==> src/sv/pbes_pkg.sv <==
// Shared types and constants of the PCI bus enumeration sequencer.
`default_nettype none

package pbes_pkg;

  // Scan phase
  typedef enum logic [2:0] {
    PH_IDLE  = 3'd0,
    PH_ID0   = 3'd1,
    PH_CLASS = 3'd2,
    PH_HDR   = 3'd3,
    PH_IDN   = 3'd4,
    PH_DONE  = 3'd5
  } phase_t;

  // Result kind
  typedef enum logic [1:0] {
    KIND_REQ  = 2'd0,
    KIND_REC  = 2'd1,
    KIND_DONE = 2'd2
  } kind_t;

  // Input command codes
  localparam logic CMD_START = 1'b0;
  localparam logic CMD_RESP  = 1'b1;

  // Configuration space offsets
  localparam logic [7:0] OFF_IDENT = 8'h00;
  localparam logic [7:0] OFF_CLASS = 8'h08;
  localparam logic [7:0] OFF_HDR   = 8'h0C;
  localparam logic [7:0] OFF_MASK  = 8'hFC;

  localparam logic [15:0] VENDOR_NONE = 16'hFFFF;
  localparam int          HDR_MF_BIT  = 23;

  localparam int COUNT_W = 6;

  // Result queue geometry
  localparam int QDEPTH = 4;
  localparam int QPTR_W = 2;
  localparam int QCNT_W = 3;

  typedef struct packed {
    kind_t                kind;
    logic [31:0]          config_address;
    logic [7:0]           bus_number;
    logic [4:0]           slot_number;
    logic [2:0]           function_number;
    logic [15:0]          vendor;
    logic [15:0]          device;
    logic [7:0]           base_class;
    logic [7:0]           subclass_code;
    logic [7:0]           prog_interface;
    logic [COUNT_W-1:0]   found_count;
    logic                 last;
  } res_t;

endpackage

`default_nettype wire

==> src/sv/pbes_rq.sv <==
// Result queue: up to two pushes per cycle, one pop per cycle.
`default_nettype none

module pbes_rq (
  input  wire logic          clk,
  input  wire logic          rst_n,
  input  wire logic [1:0]    push_n,
  input  wire pbes_pkg::res_t d0,
  input  wire pbes_pkg::res_t d1,
  output logic               full,
  output logic               out_valid,
  input  wire logic          out_stall,
  output pbes_pkg::res_t     out_data
);

  pbes_pkg::res_t mem [pbes_pkg::QDEPTH];

  logic [pbes_pkg::QPTR_W-1:0] wr_ptr_r, wr_ptr_nxt;
  logic [pbes_pkg::QPTR_W-1:0] rd_ptr_r, rd_ptr_nxt;
  logic [pbes_pkg::QCNT_W-1:0] cnt_r, cnt_nxt;
  logic                        pop;

  assign out_valid = (cnt_r != '0);
  assign out_data  = mem[rd_ptr_r];
  assign pop       = out_valid && !out_stall;
  // Hold off input unless two slots are free
  assign full      = (cnt_r > pbes_pkg::QCNT_W'(pbes_pkg::QDEPTH - 2));

  always_comb begin
    wr_ptr_nxt = wr_ptr_r + pbes_pkg::QPTR_W'(push_n);
    rd_ptr_nxt = rd_ptr_r + pbes_pkg::QPTR_W'(pop);
    cnt_nxt    = cnt_r + pbes_pkg::QCNT_W'(push_n) - pbes_pkg::QCNT_W'(pop);
  end

  always_ff @(posedge clk) begin
    if (push_n != 2'd0) begin
      mem[wr_ptr_r] <= d0;
    end
    if (push_n == 2'd2) begin
      mem[wr_ptr_r + pbes_pkg::QPTR_W'(1)] <= d1;
    end
  end

  always_ff @(posedge clk) begin
    if (!rst_n) begin
      wr_ptr_r <= '0;
      rd_ptr_r <= '0;
      cnt_r    <= '0;
    end else begin
      wr_ptr_r <= wr_ptr_nxt;
      rd_ptr_r <= rd_ptr_nxt;
      cnt_r    <= cnt_nxt;
    end
  end

endmodule

`default_nettype wire

==> src/sv/pci_bus_enumeration_sequencer.sv <==
// Top level of the PCI bus enumeration sequencer.
//
// Usage: drive a transaction with in_command = start to begin a scan; the block
// answers with a configuration read request (out_kind = request) carrying the
// type-1 address. Return each dword as a transaction with in_command = response
// and in_read_data. For every present function a device record follows the
// class read; the scan ends with a done transaction carrying the device count.
// A start at any time restarts the walk from bus 0, slot 0, function 0.
// Each result is written into the result queue and shows on the out_ ports once
// it reaches the head. Throughput: one input transaction per cycle while the
// receiver keeps up; a class response yields two results (record, then the next
// request or done), so the output side, one result per cycle, sets the pace then.
// A four-entry result queue separates the channels: input is taken while
// results wait, and in_stall rises only when fewer than two entries are free.
// Reset: the block goes idle with cleared counters and an empty queue;
// responses while idle or after done are dropped without a result.
// When the receiver stalls, the head result holds steady on the out_ ports.
`default_nettype none

module pci_bus_enumeration_sequencer #(
  parameter int MAX_DEVICES = 32
) (
  input  wire logic        clk,
  input  wire logic        rst_n,
  // Input channel
  input  wire logic        in_valid,
  output logic             in_stall,
  input  wire logic        in_command,
  input  wire logic [31:0] in_read_data,
  // Result channel
  output logic             out_valid,
  input  wire logic        out_stall,
  output logic [1:0]       out_kind,
  output logic [31:0]      out_config_address,
  output logic [7:0]       out_bus_number,
  output logic [4:0]       out_slot_number,
  output logic [2:0]       out_function_number,
  output logic [15:0]      out_vendor,
  output logic [15:0]      out_device,
  output logic [7:0]       out_base_class,
  output logic [7:0]       out_subclass_code,
  output logic [7:0]       out_prog_interface,
  output logic [5:0]       out_found_count,
  output logic             out_last
);

  // Device counter must hold MAX_DEVICES itself
  localparam int CNT_W = $clog2(MAX_DEVICES + 1);
  localparam logic [CNT_W-1:0] MAX_CNT = CNT_W'(MAX_DEVICES);

  // Scan state
  pbes_pkg::phase_t ph_r, ph_nxt;
  logic [7:0]       bus_r, bus_nxt;
  logic [4:0]       slot_r, slot_nxt;
  logic [2:0]       func_r, func_nxt;
  logic [31:0]      ident_r, ident_nxt;
  logic [CNT_W-1:0] cnt_r, cnt_nxt;
  logic [CNT_W-1:0] cnt_inc;

  logic in_acc;
  logic q_full;

  // Next-slot move, shared by every path that leaves a slot
  pbes_pkg::phase_t ns_ph;
  logic [7:0]       ns_bus;
  logic [4:0]       ns_slot;
  logic             vendor_empty;

  // Results of this transaction
  logic [1:0]       push_n;
  pbes_pkg::res_t   r0, r1, fol, rec, head;
  logic [CNT_W+pbes_pkg::COUNT_W-1:0] cnt_ext;
  logic [7:0]       fol_off;

  assign in_acc       = in_valid && !in_stall;
  assign in_stall     = q_full;
  assign cnt_inc      = cnt_r + CNT_W'(1);
  assign vendor_empty = (in_read_data[15:0] == pbes_pkg::VENDOR_NONE);

  assign ns_slot = slot_r + 5'd1;
  assign ns_bus  = (slot_r == 5'd31) ? bus_r + 8'd1 : bus_r;
  assign ns_ph   = ((slot_r == 5'd31) && (bus_r == 8'd255)) ? pbes_pkg::PH_DONE
                                                            : pbes_pkg::PH_ID0;

  // Next state
  always_comb begin
    ph_nxt    = ph_r;
    bus_nxt   = bus_r;
    slot_nxt  = slot_r;
    func_nxt  = func_r;
    ident_nxt = ident_r;
    cnt_nxt   = cnt_r;
    if (in_acc) begin
      if (in_command == pbes_pkg::CMD_START) begin
        ph_nxt    = pbes_pkg::PH_ID0;
        bus_nxt   = '0;
        slot_nxt  = '0;
        func_nxt  = '0;
        ident_nxt = '0;
        cnt_nxt   = '0;
      end else begin
        case (ph_r)
          pbes_pkg::PH_ID0, pbes_pkg::PH_IDN: begin
            if (vendor_empty) begin
              if ((ph_r == pbes_pkg::PH_ID0) || (func_r == 3'd7)) begin
                ph_nxt   = ns_ph;
                bus_nxt  = ns_bus;
                slot_nxt = ns_slot;
                func_nxt = '0;
              end else begin
                ph_nxt   = pbes_pkg::PH_IDN;
                func_nxt = func_r + 3'd1;
              end
            end else begin
              ident_nxt = in_read_data;
              ph_nxt    = pbes_pkg::PH_CLASS;
            end
          end
          pbes_pkg::PH_CLASS: begin
            cnt_nxt = cnt_inc;
            if (cnt_inc >= MAX_CNT) begin
              ph_nxt = pbes_pkg::PH_DONE;
            end else if (func_r == 3'd0) begin
              ph_nxt = pbes_pkg::PH_HDR;
            end else if (func_r == 3'd7) begin
              ph_nxt   = ns_ph;
              bus_nxt  = ns_bus;
              slot_nxt = ns_slot;
              func_nxt = '0;
            end else begin
              ph_nxt   = pbes_pkg::PH_IDN;
              func_nxt = func_r + 3'd1;
            end
          end
          pbes_pkg::PH_HDR: begin
            if (in_read_data[pbes_pkg::HDR_MF_BIT]) begin
              // Multi-function device: probe function 1 next
              ph_nxt   = pbes_pkg::PH_IDN;
              func_nxt = 3'd1;
            end else begin
              ph_nxt   = ns_ph;
              bus_nxt  = ns_bus;
              slot_nxt = ns_slot;
              func_nxt = '0;
            end
          end
          default: begin
            ph_nxt = ph_r;
          end
        endcase
      end
    end
  end

  // Results: a follow-up (request or done) built from the next state,
  // and a device record built from the current state
  always_comb begin
    cnt_ext = {{pbes_pkg::COUNT_W{1'b0}}, cnt_nxt};

    case (ph_nxt)
      pbes_pkg::PH_CLASS: fol_off = pbes_pkg::OFF_CLASS;
      pbes_pkg::PH_HDR:   fol_off = pbes_pkg::OFF_HDR;
      default:            fol_off = pbes_pkg::OFF_IDENT;
    endcase

    fol             = '0;
    fol.found_count = cnt_ext[pbes_pkg::COUNT_W-1:0];
    fol.last        = 1'b1;
    if (ph_nxt == pbes_pkg::PH_DONE) begin
      fol.kind = pbes_pkg::KIND_DONE;
    end else begin
      fol.kind            = pbes_pkg::KIND_REQ;
      fol.config_address  = {1'b1, 7'd0, bus_nxt, slot_nxt, func_nxt,
                             fol_off & pbes_pkg::OFF_MASK};
      fol.bus_number      = bus_nxt;
      fol.slot_number     = slot_nxt;
      fol.function_number = func_nxt;
    end

    rec                 = '0;
    rec.kind            = pbes_pkg::KIND_REC;
    rec.bus_number      = bus_r;
    rec.slot_number     = slot_r;
    rec.function_number = func_r;
    rec.vendor          = ident_r[15:0];
    rec.device          = ident_r[31:16];
    rec.base_class      = in_read_data[31:24];
    rec.subclass_code   = in_read_data[23:16];
    rec.prog_interface  = in_read_data[15:8];
    rec.found_count     = cnt_ext[pbes_pkg::COUNT_W-1:0];
    rec.last            = 1'b0;

    push_n = 2'd0;
    r0     = fol;
    r1     = fol;
    if (in_acc) begin
      if (in_command == pbes_pkg::CMD_START) begin
        push_n = 2'd1;
      end else begin
        case (ph_r)
          pbes_pkg::PH_ID0, pbes_pkg::PH_IDN, pbes_pkg::PH_HDR: begin
            push_n = 2'd1;
          end
          pbes_pkg::PH_CLASS: begin
            push_n = 2'd2;
            r0     = rec;
          end
          default: begin
            push_n = 2'd0;
          end
        endcase
      end
    end
  end

  always_ff @(posedge clk) begin
    if (!rst_n) begin
      ph_r    <= pbes_pkg::PH_IDLE;
      bus_r   <= '0;
      slot_r  <= '0;
      func_r  <= '0;
      ident_r <= '0;
      cnt_r   <= '0;
    end else begin
      ph_r    <= ph_nxt;
      bus_r   <= bus_nxt;
      slot_r  <= slot_nxt;
      func_r  <= func_nxt;
      ident_r <= ident_nxt;
      cnt_r   <= cnt_nxt;
    end
  end

  pbes_rq u_rq (
    .clk       (clk),
    .rst_n     (rst_n),
    .push_n    (push_n),
    .d0        (r0),
    .d1        (r1),
    .full      (q_full),
    .out_valid (out_valid),
    .out_stall (out_stall),
    .out_data  (head)
  );

  assign out_kind            = head.kind;
  assign out_config_address  = head.config_address;
  assign out_bus_number      = head.bus_number;
  assign out_slot_number     = head.slot_number;
  assign out_function_number = head.function_number;
  assign out_vendor          = head.vendor;
  assign out_device          = head.device;
  assign out_base_class      = head.base_class;
  assign out_subclass_code   = head.subclass_code;
  assign out_prog_interface  = head.prog_interface;
  assign out_found_count     = head.found_count;
  assign out_last            = head.last;

`ifndef SYNTHESIS
  // The count never passes the maximum
  a_cnt_bound: assert property (@(posedge clk) disable iff (!rst_n)
    cnt_r <= MAX_CNT)
    else $error("device count above maximum");

  // Idle is only left by a start, which clears the count
  a_idle_cnt: assert property (@(posedge clk) disable iff (!rst_n)
    (ph_r == pbes_pkg::PH_IDLE) |-> (cnt_r == '0))
    else $error("count non-zero while idle");

  // The header read is only issued for function 0
  a_hdr_func0: assert property (@(posedge clk) disable iff (!rst_n)
    (ph_r == pbes_pkg::PH_HDR) |-> (func_r == 3'd0))
    else $error("header phase on a higher function");

  // A class response leaves results waiting on the output
  a_class_out: assert property (@(posedge clk) disable iff (!rst_n)
    (in_acc && (in_command == pbes_pkg::CMD_RESP) && (ph_r == pbes_pkg::PH_CLASS))
      |=> out_valid)
    else $error("class response produced no output");
`endif

endmodule

`default_nettype wire

==> config.mk <==
export PLATFORM = sky130hd
export DESIGN_NAME = pci_bus_enumeration_sequencer
export DESIGN_NICKNAME = d
export VERILOG_FILES = /design/src/sv/pbes_pkg.sv /design/src/sv/pbes_rq.sv /design/src/sv/pci_bus_enumeration_sequencer.sv
export SDC_FILE = /design/constraint.sdc
export NUM_CORES = 1
export LEC_CHECK = 0
export BUFFER_PORTS_ARGS = -buffer_cell sky130_fd_sc_hd__buf_2
export CORE_AREA = 3 3 170 297
export DETAILED_ROUTE_END_ITERATION = 12
export DIE_AREA = 0 0 173 300
export GPL_TIMING_DRIVEN = 0
export SETUP_SLACK_MARGIN = 0.05
export SLEW_MARGIN = 20
export SYNTH_ARGS = -nofsm -noshare
export SYNTH_HDL_FRONTEND = slang
export SYNTH_SLANG_ARGS = --single-unit
==> constraint.sdc <==
create_clock -name clk -period 3.1 [get_ports clk]
set_input_delay 0 -clock clk [delete_from_list [all_inputs] [get_ports clk]]
set_output_delay 0 -clock clk [all_outputs]
set_load 0.02 [all_outputs]
==> summary.txt <==
STA
  – Fin crit share: 0.959
  – Fin crit period: 2.97 ns
  – Fin. Hold Viols: 0
  – Fin Clk Skew: 0.0287 ns
  – RSZ-0062 raised after global routing: true
  – Final setup viols: 0
  – Max-slew headroom: 0.414
  – Fmax: 337 MHz
  – WHS: between 0.04 and 0.05 ns
  – Worst-margin pin slew: between 0.8 and 0.9 ns
  – Final Slew Violations: 0

Placement
  – Hpwl dp: 43.3 mm
  – Placed Cells: 2336
  – Final Wtd Congestion: 0.906
  – Port Buffers: 138
  – Dpl cell area: 20900 µm²

Setup path
  – Buf/Inv on CP: 3
  – Crit start category: flop
  – Worst reg2reg setup slack: 0.13 ns
  – CP Max Fanout: 10
  – Worst r2r src: ph_r[1]
  – CP peak stage delay: 0.54 ns
  – Critical path class: flop to flop
  – CP Capture Type: flop
  – Slowest cell on crit path: clkbuf_1
  – Required @ worst endpoint: 3.48 ns
  – R2R cell count: 8
  – Critical path, cell by cell: nor3b_4, and4_4, inv_2, nor2_1, clkbuf_1, buf_2, nand2_1, o21ai_1
  – Top delay family on crit path: buffers and inverters
  – Critical R2R Capture: u_rq.mem[1][75]
  – Arrival @ worst endpoint: 3.35 ns

Global route
  – Met3 Use GR: 0.0294
  – GR Layer Usage met2: 0.435
  – First-pass GRT wire length: 91.2 mm
  – Largest net degree at the start of global routing: 43
  – GRT Util Overall: 0.229
  – GRT overflow: 0
  – Vias in the first global route: 14500
  – Routing usage on met1: 0.256
  – GR peak layer: met2
  – Antenna violations before repair: 2

Job
  – Max-cap violations: 0

Floorplan
  – Core ar.: ~48000 µm²
  – Rows: 107
  – Die W: 173 µm
  – Initial Util: 0.397
  – Die Y-Extent: 300 µm
  – Die area: 51900 µm²
  – IO Pins: 152

Run status
  – Run status: completed

Clock network
  – Cts bufs inserted: 43
  – Clock sinks: 464
  – Root Driver: clkbuf_16
  – H-tree depth: 2
  – CTS Buffer Depth: 3
  – Clock Latency Late Sink: 0.57 ns
  – Clk slew on worst S/H paths: ~0.060 ns
  – CTS tree: yes

Finish
  – Area growth, synth to finish: 20.5%
  – Fin cells: 2472
  – Fin area: around 23000 µm²
  – Post-layout util: 0.479
  – Fillers: 4414
  – Nets: 1831
  – Share of cells above drive strength 1: 0.264

Hold path
  – Hold Path Depth: 4
  – Hold Path Origin: out_stall
  – Hold Path Sink: u_rq.rd_ptr_r[0]
  – Hold Path Class: primary input to flop

Power and ir drop
  – PD cells: 683 nW/µm²
  – Worst IR Drop VDD: around 0.00045 V
  – Leakage power: 8.56 nW

Drt
  – Pre-antenna DRT Iters: 7
  – Vias per Instance: 5.71
  – DRT Wirelength: 61.0 mm
  – DRT antenna net count: 0
  – WL per Instance: 24.7 µm
  – Residual DRC: 0
  – Iteration-0 DRC count of the detailed router: 1144
  – Via count: 14100

Yosys
  – Syn Inst Count: 1530
  – Post-synthesis sequential area ratio: 0.570
  – Cell variety after synth: 73
  – YS warnings: 0
  – Cell area after synthesis: 19300 µm²
  – Syn avg cell area: 12.6 µm²
  – EDFF count, synth: 168
  – Ys async rst share: 0
  – Synth Flop Type: dfxtp_1
  – Yosys reg bits: about 460
-- how the worst max path moves through the flow --
stage                  from  depth (start not counted)  slack, ns                to
CTS                 ph_r[2]                         10       0.06   u_rq.mem[3][64]
floorplan           ph_r[2]                          7       0.06  u_rq.mem[1][100]
detailed placement  ph_r[1]                          8      -1.48   u_rq.mem[0][82]
global placement    ph_r[2]                          8      -1.81   u_rq.mem[3][68]
global route        ph_r[2]                          7       0.02   u_rq.mem[2][88]
finish              ph_r[1]                          8       0.13   u_rq.mem[1][75]
-- what timing repair did --
item / CTS / global route
resized for setup: 79 / 24
buffers inserted: 18 / 4
setup endpoints to repair: 588 / 220
cloned: 3 / 0
pin swaps: 5 / 4
hold buffers: 32 / 0
endpoints found under the hold margin: 127 / 0
-- cells by family after synthesis --
family,synth area share
AO/OA/AOI/OAI,0.164
XOR/XNOR,0.00637
adder cells (fa/ha/maj),0.00884
buffers and inverters,0.0387
flip-flops,0.570
multiplexers,0.119
other,0.000195
AND/OR/NAND/NOR,0.0926
-- power by group --
part	total [mW]	leakage (nW)	internal [mW]	switching (mW)
clock	5.50	0.719	3.16	2.35
sequential	6.78	3.98	6.61	0.169
combinational	3.56	3.86	1.37	2.19
total	15.8	8.56	11.1	4.71
-- registers in the layout (all words and copies together), names as in the netlist --
name	count
u_rq.wr_ptr_r	2
ident_r	32
bus_r	8
cnt_r	6
u_rq.rd_ptr_r	2
u_rq.mem	400
u_rq.cnt_r	3
slot_r	5
ph_r	3
func_r	3
-- worst register-to-register path: stages (launching register included) --
cell	delay (ns)
dfxtp_1	0.44
nor3b_4	0.32
and4_4	0.31
inv_2	0.14
nor2_1	0.38
clkbuf_1	0.54
buf_2	0.46
nand2_1	0.11
o21ai_1	0.11
-- final cells by class --
type	instances	area (µm²)	share of cell area
Sequential cell	464	11000	0.473
Multi-Input combinational cell	911	7780	0.335
Timing Repair Buffer	194	1250	0.0540
Clock buffer	60	1240	0.0536
Tap cell	654	818	0.0353
Buffer	139	757	0.0326
Clock inverter	20	221	0.00955
Inverter	25	114	0.00491
Timing Repair inverter	3	22.5	0.000971
Antenna cell	2	5.00	0.000216
-- layout by cell type (no fill, tap or decap), types with 24 or more instances in the layout --
master,netlist,layout
nand2_1,77,77
dlygate4sd3_1,0,32
nor2_1,178,171
o21ai_0,27,25
a22oi_1,25,24
buf_4,16,39
dfxtp_1,296,291
mux4_2,100,100
buf_2,23,160
clkbuf_1,73,69
a32oi_1,32,32
clkbuf_16,0,45
edfxtp_1,168,168
a22o_1,201,201
a21o_1,26,26
-- synth_stat cells (3+ instances only) --
master    instances  area (µm²)
and3_1            5        31.3
nor2_1          178         668
dfxtp_1         296        5930
a221oi_2          3        45.0
clkbuf_1         73         274
nor3_2           18         180
nand4_1          13        81.3
or3_1             5        31.3
inv_1            20        75.1
mux4_2          100        2250
and2_1            4        25.0
ha_1             12         150
a32oi_1          32         280
nand2b_1         13        81.3
a21oi_1          12        60.1
a211oi_1          4        30.0
buf_1            27         101
a31oi_1           7        43.8
nor2b_1           5        31.3
o21a_1            7        52.6
o21ai_1          22         110
or2_2             4        25.0
a21o_1           26         195
xor2_1            4        35.0
a22o_1          201        1760
a22oi_1          25         188
inv_2             4        15.0
nand3_1           8        40.0
or2_1             4        25.0
nor3_1           19        95.1
buf_4            16         120
nor4_1            7        43.8
nand3b_1          3        22.5
o21ai_0          27         135
xnor2_1          10        87.6
buf_2            23         115
nand2_1          77         289
edfxtp_1        168        5040
-- per-layer routing --
layer,vias to the layer above,part of all wire
met4,0,0.042
met5,-,0
met2,529,0.55
li1,6351,-
met3,115,0.051
met1,7132,0.36
-- per-stage QoR --
step	setup TNS [ns]	worst slack, ns	power, mW
finish	0	0.128	15.8
detailed placement	-235.24	-1.48	10.3
global route	0	0.0210	16.4
floorplan	0	0.0643	9.11
CTS	0	0.0566	15.9
global placement	-339.17	-1.81	10.3
No activity file was read; power rests on OpenSTA's default activity.
